`src/rtl/core/rfct_pkg.sv`:
```
package rfct_pkg;

	typedef enum logic [1:0] {
		CMD_LOAD  = 2'd0,
		CMD_FLIP  = 2'd1,
		CMD_COUNT = 2'd2,
		CMD_NONE  = 2'd3
	} cmd_t;

	localparam int unsigned IDX_W = 10;
	localparam int unsigned CNT_W = 11;

	typedef struct packed {
		logic [1:0]       cmd;
		logic [IDX_W-1:0] range_low;
		logic [IDX_W-1:0] range_high;
		logic             bit_value;
	} req_t;

endpackage

```
`src/rtl/core/rfct_if.sv`:
```
interface rfct_req_if;
	logic              valid;
	logic              ready;
	rfct_pkg::req_t    payload;
	modport source (output valid, output payload, input ready);
	modport sink   (input valid, input payload, output ready);
endinterface

interface rfct_rsp_if;
	logic                        valid;
	logic                        ready;
	logic [rfct_pkg::CNT_W-1:0]  ones_count;
	modport source (output valid, output ones_count, input ready);
	modport sink   (input valid, input ones_count, output ready);
endinterface

```
`src/rtl/core/range_flip_count_tree.sv`:
```
// range_flip_count_tree: a row of NUM_BITS bits, cleared at reset. It takes three
// requests: load one bit, invert an inclusive range, and count the ones in a range.
// A count gives one response; the other requests give none. Bits are kept as a
// dense bitmap in a synchronous RAM one bit wide. The tree's lazy marks are not
// needed because the bits seen from outside are the same.
// After reset, a clearing pass writes every entry once, and no request is
// taken during it.
// Steps per request, from the accepting cycle on:
//   load: the bit is written at the accepting edge.
//   flip: each bit of the clipped range takes a RAM read step (S_RD) and a
//     modify/write step (S_RMW), because the single RAM port pair allows one
//     read-modify-write at a time.
//   count: a read step and an add step per bit, then the hand-off (S_RSP)
//     into the response register. An empty range goes straight back to idle
//     for a flip and straight to the hand-off for a count.
// Range fields are 10 bits, so a request touches at most 1024 bits.
// The response waits in its own output register, and a new request is accepted
// while it waits. A second count stalls in its hand-off cycle until the first
// response is taken.
module range_flip_count_tree #(
	parameter int unsigned NUM_BITS = 1024
) (
	input  logic       clk,
	input  logic       arst_n,
	rfct_req_if.sink   req,
	rfct_rsp_if.source rsp
);
	import rfct_pkg::*;

	localparam int unsigned AW = (NUM_BITS > 2) ? $clog2(NUM_BITS) : 1;
	localparam int unsigned PW = (AW > IDX_W) ? AW : IDX_W;
	localparam logic [PW:0] LAST = (PW+1)'(NUM_BITS - 1);

	typedef enum logic [2:0] {S_CLEAR, S_IDLE, S_RD, S_RMW, S_RSP} state_t;

	state_t            state_q;
	logic [PW:0]       pos_q;   // current index
	logic [PW:0]       hi_q;    // clipped last index
	logic [CNT_W-1:0]  cnt_q;
	logic              flip_q;
	logic              rsp_vld_q;  // response register holds a count
	logic [CNT_W-1:0]  rsp_cnt_q;
	logic              rsp_load;   // finished count moves into response register
	logic              we;
	logic [AW-1:0]     waddr, raddr;
	logic              wdata, rdata;
	logic [PW:0]       l_ext, r_ext, r_clip;

	assign l_ext  = (PW+1)'(req.payload.range_low);
	assign r_ext  = (PW+1)'(req.payload.range_high);
	assign r_clip = (r_ext > LAST) ? LAST : r_ext;

	assign req.ready      = (state_q == S_IDLE);
	assign rsp.valid      = rsp_vld_q;
	assign rsp.ones_count = rsp_cnt_q;

	// hand-off when the response register is empty or drains this cycle
	assign rsp_load = (state_q == S_RSP) && (!rsp_vld_q || rsp.ready);

	// read follows pos; in S_RMW of a flip the value read at pos is inverted and written
	assign raddr = pos_q[AW-1:0];
	always_comb begin
		we    = 1'b0;
		waddr = pos_q[AW-1:0];
		wdata = 1'b0;
		if (state_q == S_CLEAR) begin
			we = 1'b1;
		end else if (state_q == S_IDLE && req.valid
				&& req.payload.cmd == CMD_LOAD && l_ext <= LAST) begin
			we    = 1'b1;
			waddr = l_ext[AW-1:0];
			wdata = req.payload.bit_value;
		end else if (state_q == S_RMW && flip_q) begin
			we    = 1'b1;
			wdata = ~rdata;
		end
	end

	rfct_ram #(.WIDTH(1), .DEPTH(NUM_BITS)) u_bits (
		.clk(clk), .we(we), .waddr(waddr), .wdata(wdata),
		.raddr(raddr), .rdata(rdata)
	);

	always_ff @(posedge clk or negedge arst_n) begin
		if (!arst_n) begin
			state_q   <= S_CLEAR;
			pos_q     <= '0;
			hi_q      <= '0;
			cnt_q     <= '0;
			flip_q    <= 1'b0;
			rsp_vld_q <= 1'b0;
			rsp_cnt_q <= '0;
		end else begin
			if (rsp_load) begin
				rsp_vld_q <= 1'b1;
				rsp_cnt_q <= cnt_q;
			end else if (rsp.ready) begin
				rsp_vld_q <= 1'b0;
			end
			unique case (state_q)
				S_CLEAR: begin
					if (pos_q == LAST) begin
						pos_q   <= '0;
						state_q <= S_IDLE;
					end else begin
						pos_q <= pos_q + 1'b1;
					end
				end
				S_IDLE: begin
					if (req.valid) begin
						pos_q  <= l_ext;
						hi_q   <= r_clip;
						cnt_q  <= '0;
						flip_q <= (req.payload.cmd == CMD_FLIP);
						priority if (req.payload.cmd == CMD_FLIP
								|| req.payload.cmd == CMD_COUNT) begin
							if (l_ext > r_clip) begin
								state_q <= (req.payload.cmd == CMD_COUNT) ? S_RSP
									: S_IDLE;
							end else begin
								state_q <= S_RD;
							end
						end else begin
							state_q <= S_IDLE;
						end
					end
				end
				S_RD: state_q <= S_RMW;
				S_RMW: begin
					cnt_q <= cnt_q + CNT_W'(rdata);
					if (pos_q == hi_q) begin
						state_q <= flip_q ? S_IDLE : S_RSP;
					end else begin
						pos_q   <= pos_q + 1'b1;
						state_q <= S_RD;
					end
				end
				S_RSP: begin
					if (rsp_load) begin
						state_q <= S_IDLE;
					end
				end
				default: state_q <= S_IDLE;
			endcase
		end
	end
endmodule

```
`src/rtl/core/rfct_ram.sv`:
```
module rfct_ram #(
	parameter int unsigned WIDTH = 8,
	parameter int unsigned DEPTH = 16
) (
	input  logic                     clk,
	input  logic                     we,
	input  logic [$clog2(DEPTH)-1:0] waddr,
	input  logic [WIDTH-1:0]         wdata,
	input  logic [$clog2(DEPTH)-1:0] raddr,
	output logic [WIDTH-1:0]         rdata
);
	logic [WIDTH-1:0] mem [DEPTH];

	always_ff @(posedge clk) begin
		if (we) begin
			mem[waddr] <= wdata;
		end
		rdata <= mem[raddr];
	end
endmodule

```
`src/flat_wrapper.sv`:
```
// flat-port wrapper written by rule: the top's interface ports become plain ports
module range_flip_count_tree_flat import rfct_pkg::*;
#(
	parameter int unsigned NUM_BITS = 1024
)
  (clk, arst_n, req_valid, req_payload, req_ready, rsp_valid, rsp_ones_count, rsp_ready);
  rfct_req_if req_i ();
  rfct_rsp_if rsp_i ();
  input  logic clk;
  input  logic arst_n;
  input wire logic [$bits(req_i.valid)-1:0] req_valid;
  input wire logic [$bits(req_i.payload)-1:0] req_payload;
  output wire logic [$bits(req_i.ready)-1:0] req_ready;
  output wire logic [$bits(rsp_i.valid)-1:0] rsp_valid;
  output wire logic [$bits(rsp_i.ones_count)-1:0] rsp_ones_count;
  input wire logic [$bits(rsp_i.ready)-1:0] rsp_ready;
  assign req_i.valid = req_valid;
  assign req_i.payload = req_payload;
  assign req_ready = req_i.ready;
  assign rsp_valid = rsp_i.valid;
  assign rsp_ones_count = rsp_i.ones_count;
  assign rsp_i.ready = rsp_ready;
  range_flip_count_tree #(.NUM_BITS(NUM_BITS)) u_core (.clk(clk), .arst_n(arst_n), .req(req_i), .rsp(rsp_i));
endmodule
```
`config.mk`:
```
export PLATFORM = sky130hd
export DESIGN_NAME = range_flip_count_tree_flat
export DESIGN_NICKNAME = d
export VERILOG_FILES = /design/src/rtl/core/rfct_pkg.sv /design/src/rtl/core/rfct_if.sv /design/src/rtl/core/range_flip_count_tree.sv /design/src/rtl/core/rfct_ram.sv /design/src/flat_wrapper.sv
export SDC_FILE = /design/constraint.sdc
export NUM_CORES = 2
export LEC_CHECK = 0
export ABC_AREA = 1
export BUFFER_PORTS_ARGS = -buffer_cell sky130_fd_sc_hd__buf_2
export CORE_MARGIN = 3
export CORE_UTILIZATION = 60
export CTS_CLUSTER_DIAMETER = 150
export DETAILED_ROUTE_END_ITERATION = 16
export HOLD_SLACK_MARGIN = 0.05
export PLACE_DENSITY = 0.8
export SLEW_MARGIN = 20
export SYNTH_ARGS = -nofsm -noshare
export SYNTH_HDL_FRONTEND = slang
export SYNTH_SLANG_ARGS = --single-unit
```
`constraint.sdc`:
```
create_clock -name clk -period 54.6 [get_ports clk]
set_input_delay 5.46 -clock clk [delete_from_list [all_inputs] [get_ports clk]]
set_output_delay 5.46 -clock clk [all_outputs]
set_load 0.05 [all_outputs]
```
---- Yosys cells after proc, flatten, opt, wreduce, memory -nomap -nowiden ----
Memories as Yosys holds them, arrays and structs flattened. A register that Yosys moved wholly into a read port is not among the register bits.
Index checks and enable logic that the tools add are counted.
W data, S select, Z words.
word-level totals
  register bits ........................... 49
  memories kept ........................... 1
  RAM bits ................................ 1,024
memory list
  name               depth  width  read ports  clocked after Yosys merged registers in  wr ports  line            text
  u_core.u_bits.mem  1,024  1      1           1                                        1         rfct_ram.sv:12  logic [WIDTH-1:0] mem [DEPTH];
cells by class
  add/sub/neg operators ................... 2
  $lt $le $gt $ge ......................... 3
  eq/ne operators ......................... 12
  mux-type cells .......................... 28
  bitwise operators ....................... 1
  reduce and logical (&&, ||, !) cells .... 17
operators by type and width
  operator                 count
  $mux W11                 4
  $pmux W11 S3             1
  $mux W10                 3
  $mux W3                  8
  $pmux W11 S2             1
  $pmux W3 S5              1
  $add A11 B1 Y11          1
  $add A11 B1 Y11 const B  1
  $eq A11 B10 Y1 const B   1
  $eq A11 B11 Y1           1
  $gt A10 B11 Y1           1
  $gt A10 B10 Y1 const B   1
  $le A10 B10 Y1 const B   1
  $mux W1                  10
  $eq A3 B2 Y1 const B     2
  $ne A2 B2 Y1 const B     3
  $reduce_and A3 Y1        2
  $logic_and A1 B1 Y1      5
  $reduce_and A2 Y1        2
  $reduce_bool A2 Y1       2
  $eq A3 B1 Y1 const B     1
  $eq A3 B3 Y1 const B     1
  $logic_not A3 Y1         1
  $reduce_bool A3 Y1       1
  other kinds (7)          8

---- Depth between registers and ports, before layout ----
  word-level depth ........................ 8
  mapped depth ............................ 21

---- Cells and area by module ----
From an unflattened synthesis, not the netlist that was laid out.
second synthesis, totals
  cells, all modules ...................... 5,130
  area, all modules ....................... 49,560.0 um2
modules (own cells, without submodules)
  module                 times used  area an instance (um2)  seq. area each (um2)  cells an instance
  rfct_ram               1           46,392.0                30,769.5              4,679
  range_flip_count_tree  1           3,168.0                 1,201.2               451

---- Least setup slack after synthesis ----
OpenSTA, ideal clock, no wires.
  path kind ............................... register to register
  start ................................... reg u_core.state_q[1]
  end ..................................... mem u_core.u_bits.mem[0], data pin
  required time ........................... 46.470 ns
  data arrival time ....................... 40.492 ns
  path slack .............................. 5.978 ns
  stages on the path, launching flop included .. 7
  library setup time ...................... 8.130 ns
  path buffers ............................ 0
  cell sequence ........................... dfrtp_1 > inv_1 > nor2_1 > nand2_1 > inv_1 > nand2_1 > o21ai_0
on the way
  longest elaborated chain between the ends .. 6
  elaborated cells on any way between the ends .. 10
RTL lines
  element                           line                          text
  start: declaration                range_flip_count_tree.sv:36   state_t state_q;
  start signal: assignment          range_flip_count_tree.sv:118  state_q <= (req.payload.cmd == CMD_COUNT) ? S_RSP
  start signal: assignment          range_flip_count_tree.sv:132  state_q <= flip_q ? S_IDLE : S_RSP;
  $eq A3 B1 Y1                      range_flip_count_tree.sv:68   end else if (state_q == S_IDLE && req.valid
  $logic_and A1 B1 Y1               range_flip_count_tree.sv:68
  $logic_and A1 B1 Y1 (2 in a row)  range_flip_count_tree.sv:69   && req.payload.cmd == CMD_LOAD && l_ext <= LAST) begin
  $mux W1                           range_flip_count_tree.sv:68
  $mux W1 *                         range_flip_count_tree.sv:66   if (state_q == S_CLEAR) begin
  net u_core.u_bits.wdata           rfct_ram.sv:8                 input logic [WIDTH-1:0] wdata,
  end: declaration                  rfct_ram.sv:12
Mark *: on every way through the listed nets, which the timed path passes. The rest lies on a longest branch.

---- Final worst setup path ----
  start ................................... in req_payload[22]
  end ..................................... mem u_core.u_bits.mem[726], enable pin
on the way
  longest elaborated chain between the ends .. 7
  elaborated cells on any way between the ends .. 9
RTL lines
  element                             line                         text
  start: declaration                  flat_wrapper.sv:12           input wire logic [$bits(req_i.payload)-1:0] req_payload;
  $logic_not A2 Y1 *                  range_flip_count_tree.sv:69
  $logic_and A1 B1 Y1 * (2 in a row)  range_flip_count_tree.sv:69
  $mux W1                             range_flip_count_tree.sv:68
  $mux W1                             range_flip_count_tree.sv:66
  $mux W1                             rfct_ram.sv:15               if (we) begin
  $mux W1 (implied by the code)       rfct_ram.sv:16               mem[waddr] <= wdata;
Mark *: on every way between the ends. The rest lies on a longest branch, timed or not.

==> metrics.md <==
| Metric | Value |
|---|---|
| Worst path slowest cell | `nand2_1` |
| Part of the Yosys area used for sequential elements | `between 60 and 70%` |
| Worst Clk Skew | `about 15 ps` |
| Post-synth ARST share | `4.47%` |
| DR iter-0 viols | `5,958` |
| Largest net degree at the start of global routing | `300` |
| Die area | `86,700 sq um` |
| Final RePlAce weighted congestion | `0.867` |
| DRT Pass-1 Iters | `6` |
| Commonest non-fill, non-tap cell in the layout | `nor2_1` |
| Final setup fails | `0` |
| Tmin final | `8250 ps` |
| Clock latency on the worst-skew pair | `670 ps` |
| Mapped Nets | `5,359` |
| Post-Syn Instances | `5,316` |
| CTS buffer count | `approximately 110` |
| Slowest stage delay, CP | `800 ps` |
| RSZ-0062 raised after global routing | `false` |
| Worst-path clk slew | `60 ps` |
| Crit Path Max Fanout | `32` |
| HPWL after detailed placement | `68,700 um` |
| DRC | `0` |
| WP data required | `54,950 ps` |
| Global-route wire length before repair | `~200,000 um` |
| Synth-to-layout area growth | `7.87%` |
| Cells after DPL | `6,074` |
| Starting Density | `60.7%` |
| Yosys warning count | `0` |
| Hold_sp | `u_core.cnt_q[9]$_DFFE_PN0P_` |
| # hold bufs at CTS | `0` |
| # IOs | `40` |
| Static Leak | `about 19 nW` |
| Crit path max-delay family | `simple AND/OR/NAND/NOR gates` |
| TritonCTS clock tree | `yes` |
| Core Rows | `105` |
| CP cell instances | `buf_2 -> inv_1 -> ha_1 -> nand2_4 -> o21ai_2 -> inv_1 -> nor2_1 -> inv_1 -> nor2_2 -> nand2_1 -> nor2_1` |
| Vias in the first global route | `35,432` |
| Core Footprint | `82,200 sq um` |
| Reg2reg start | `u_core.pos_q[0]$_DFFE_PN0P_` |
| Mapped Area | `49,900 sq um` |
| Post-synth cell types | `41` |
| Final hold vios | `0` |
| Total grt overflow | `0` |
| Cell mode on critical path | `inv_1` |
| Post-DP Area | `50,400 sq um` |
| Maximum Capacitance Violations | `0` |
| Worst path bufs/invs | `4` |
| Sinks on Clock Net | `1,073` |
| Setup TNS | `0 ps` |
| Layout cells sized above 1 | `7.72%` |
| Status | `finished clean` |
| #FFs+latches synth | `1,073` |
| Final WL | `137,000 um` |
| Finished Layout Cells | `6,274` |
| Die Ht | `294 um` |
| Routed length per instance | `21.8 um` |
| Commonest cells after routing, fill and taps aside | `nor2_1 (1,698), edfxtp_1 (1,024), nand2_1 (860), o21ai_0 (436), inv_1 (230)` |
| Final slew viol count | `0` |
| Resized Gates After CTS | `0` |
| H-tree Lvls | `3` |
| Root buf cell | `clkbuf_16` |
| Clk buf depth | `3` |
| Post-layout util | `65.5%` |
| Buffers on Ports | `39` |
| Worst Tran Pin Value | `1240 ps` |
| Hold EP | `u_core.cnt_q[9]$_DFFE_PN0P_` |
| Initial antenna violation count | `1` |
| Max frequency | `121 MHz` |
| Drt via density | `~6` |
| Final Cycle Share | `15.1%` |
| Die X-Extent | `a little under 300 um` |
| Hold Crit Class | `flop to flop` |
| Post-Syn Area per Cell | `9.39 sq um` |
| Hold Path Stages | `1` |
| Postcts setup bufs | `0` |
| Detail Route Antenna Nets | `0` |
| Worst R2R Path Depth | `14` |
| Post-route cell area | `53,900 sq um` |
| Ant. Diodes | `0` |
| Critical path type | `primary input to flop` |
| R2r setup slk | `48,890 ps` |
| Setup crit end kind | `flop` |
| Post-synth top flop | `edfxtp_1` |
| Maximum vdd drop | `0.0395 mV` |
| Slew margin rel. | `between 10% and 20%` |
| Crit start category | `primary input` |
| Number of synthesized flops with an enable pin | `1,024` |
| Pwr dens | `between 40 and 50 nW/um^2` |
| Via Count | `38,146` |
| CP arrival | `8600 ps` |
| RR Endpoint | `u_core.u_bits.rdata$_DFF_P_` |
| Global Route Usage Sum | `between 30% and 40%` |
| Final net count | `between 5,000 and 6,000` |
-- how the worst max path moves through the flow --
stage	start	endpoint	cells past startpoint
2_1_floorplan	u_core.state_q[1]$_DFFE_PN0P_	u_core.u_bits.mem[0]$_DFFE_PP_	6
3_3_place_gp	req_payload[21]	u_core.u_bits.mem[698]$_DFFE_PP_	11
4_1_cts	req_payload[22]	u_core.u_bits.mem[735]$_DFFE_PP_	11
6_report	req_payload[22]	u_core.u_bits.mem[726]$_DFFE_PP_	11
5_1_grt	req_payload[22]	u_core.u_bits.mem[708]$_DFFE_PP_	11
3_5_place_dp	req_payload[21]	u_core.u_bits.mem[735]$_DFFE_PP_	11
-- worst reg2reg max path, stage by stage, from the launching register on --
cell and delay [ps]:
dfrtp_4 810, inv_8 640, buf_4 830, buf_4 910
buf_4 870, o21ai_0 230, o211ai_1 130, nand3_1 170
nand3_1 160, nand3_1 170, nand2_1 130, nand3_1 200
nand3_1 150, nand3_1 80, nand2_1 150
-- report_power, final --
| group | leakage (nW) | switching (mW) | internal (mW) |
|---|---|---|---|
| clock network | 1.63 | 0.307 | 0.404 |
| logic | 7.19 | 0.757 | 0.239 |
| registers | 9.77 | 0.0285 | 0.921 |
-- sequential cells by signal, summed over array words and instances (netlist names) --
signal / count
u_core.u_bits.rdata: 1
u_core.hi_q: 10
u_core.state_q: 3
u_core.rsp.ones_count: 11
u_core.cnt_q: 11
u_core.u_bits.mem: 1024
u_core.flip_q: 1
u_core.pos_q: 11
u_core.rsp.valid: 1
-- cells in the mapped netlist, drive strengths merged, types with 13 or more instances --
master     n  area share (%)
o22ai     13            0.16
inv      251             1.9
nor3      18            0.18
nand2    894             6.7
edfxtp  1024              62
buf      158             1.6
dfrtp     48             2.4
nand3    246             2.5
nor2    1768              14
clkbuf   258             1.9
o21ai    448             4.6
a21oi     70            0.70
o211ai    72             1.1
ha        16            0.40
-- layout make-up --
cell class,instances,area (sq um)
flip-flops and latches,1073,32000
fillers,6059,28400
multi-input cells,3574,15400
clock buffers,131,2790
well taps,1070,1340
inverters,253,967
repair buffers,106,795
clock inverters,67,563
-- stage by stage --
stage / setup slack (ps) / power (mW) / hold WS [ps]
floorplan: 5980 / 1.65 / 436
CTS: 46540 / 2.62 / 472
finish: 46350 / 2.66 / 474
global placement: 45930 / 1.90 / 451
global route: 46210 / 2.77 / 509
detailed placement: 45860 / 1.92 / 464
-- layer usage --
layer  vias up  global-route usage [%]  wire, um  part of all wire, %
met3       425                    6.88     19200                   14
li1      17093                       -         -                    -
met4         2                    14.1      6310                  4.6
met1     18031                    41.7     48300                   35
met5         -                       0        13               0.0095
met2      2595                    49.0     62900                   46
-- cell families (layout without fill, tap and decap cells) --
kind of cell    after synthesis  after routing  share of synthesized area [%]
simple gates               2933           2933                           23.2
compound gates              618            618                           6.78
fa+ha+maj                    16             16                          0.401
flops                      1073           1073                           64.0
buf+inv                     669            557                           5.43
xor+xnor                      6              6                          0.105
mux                           1              1                         0.0226
Power figures use the tool's default switching activity.
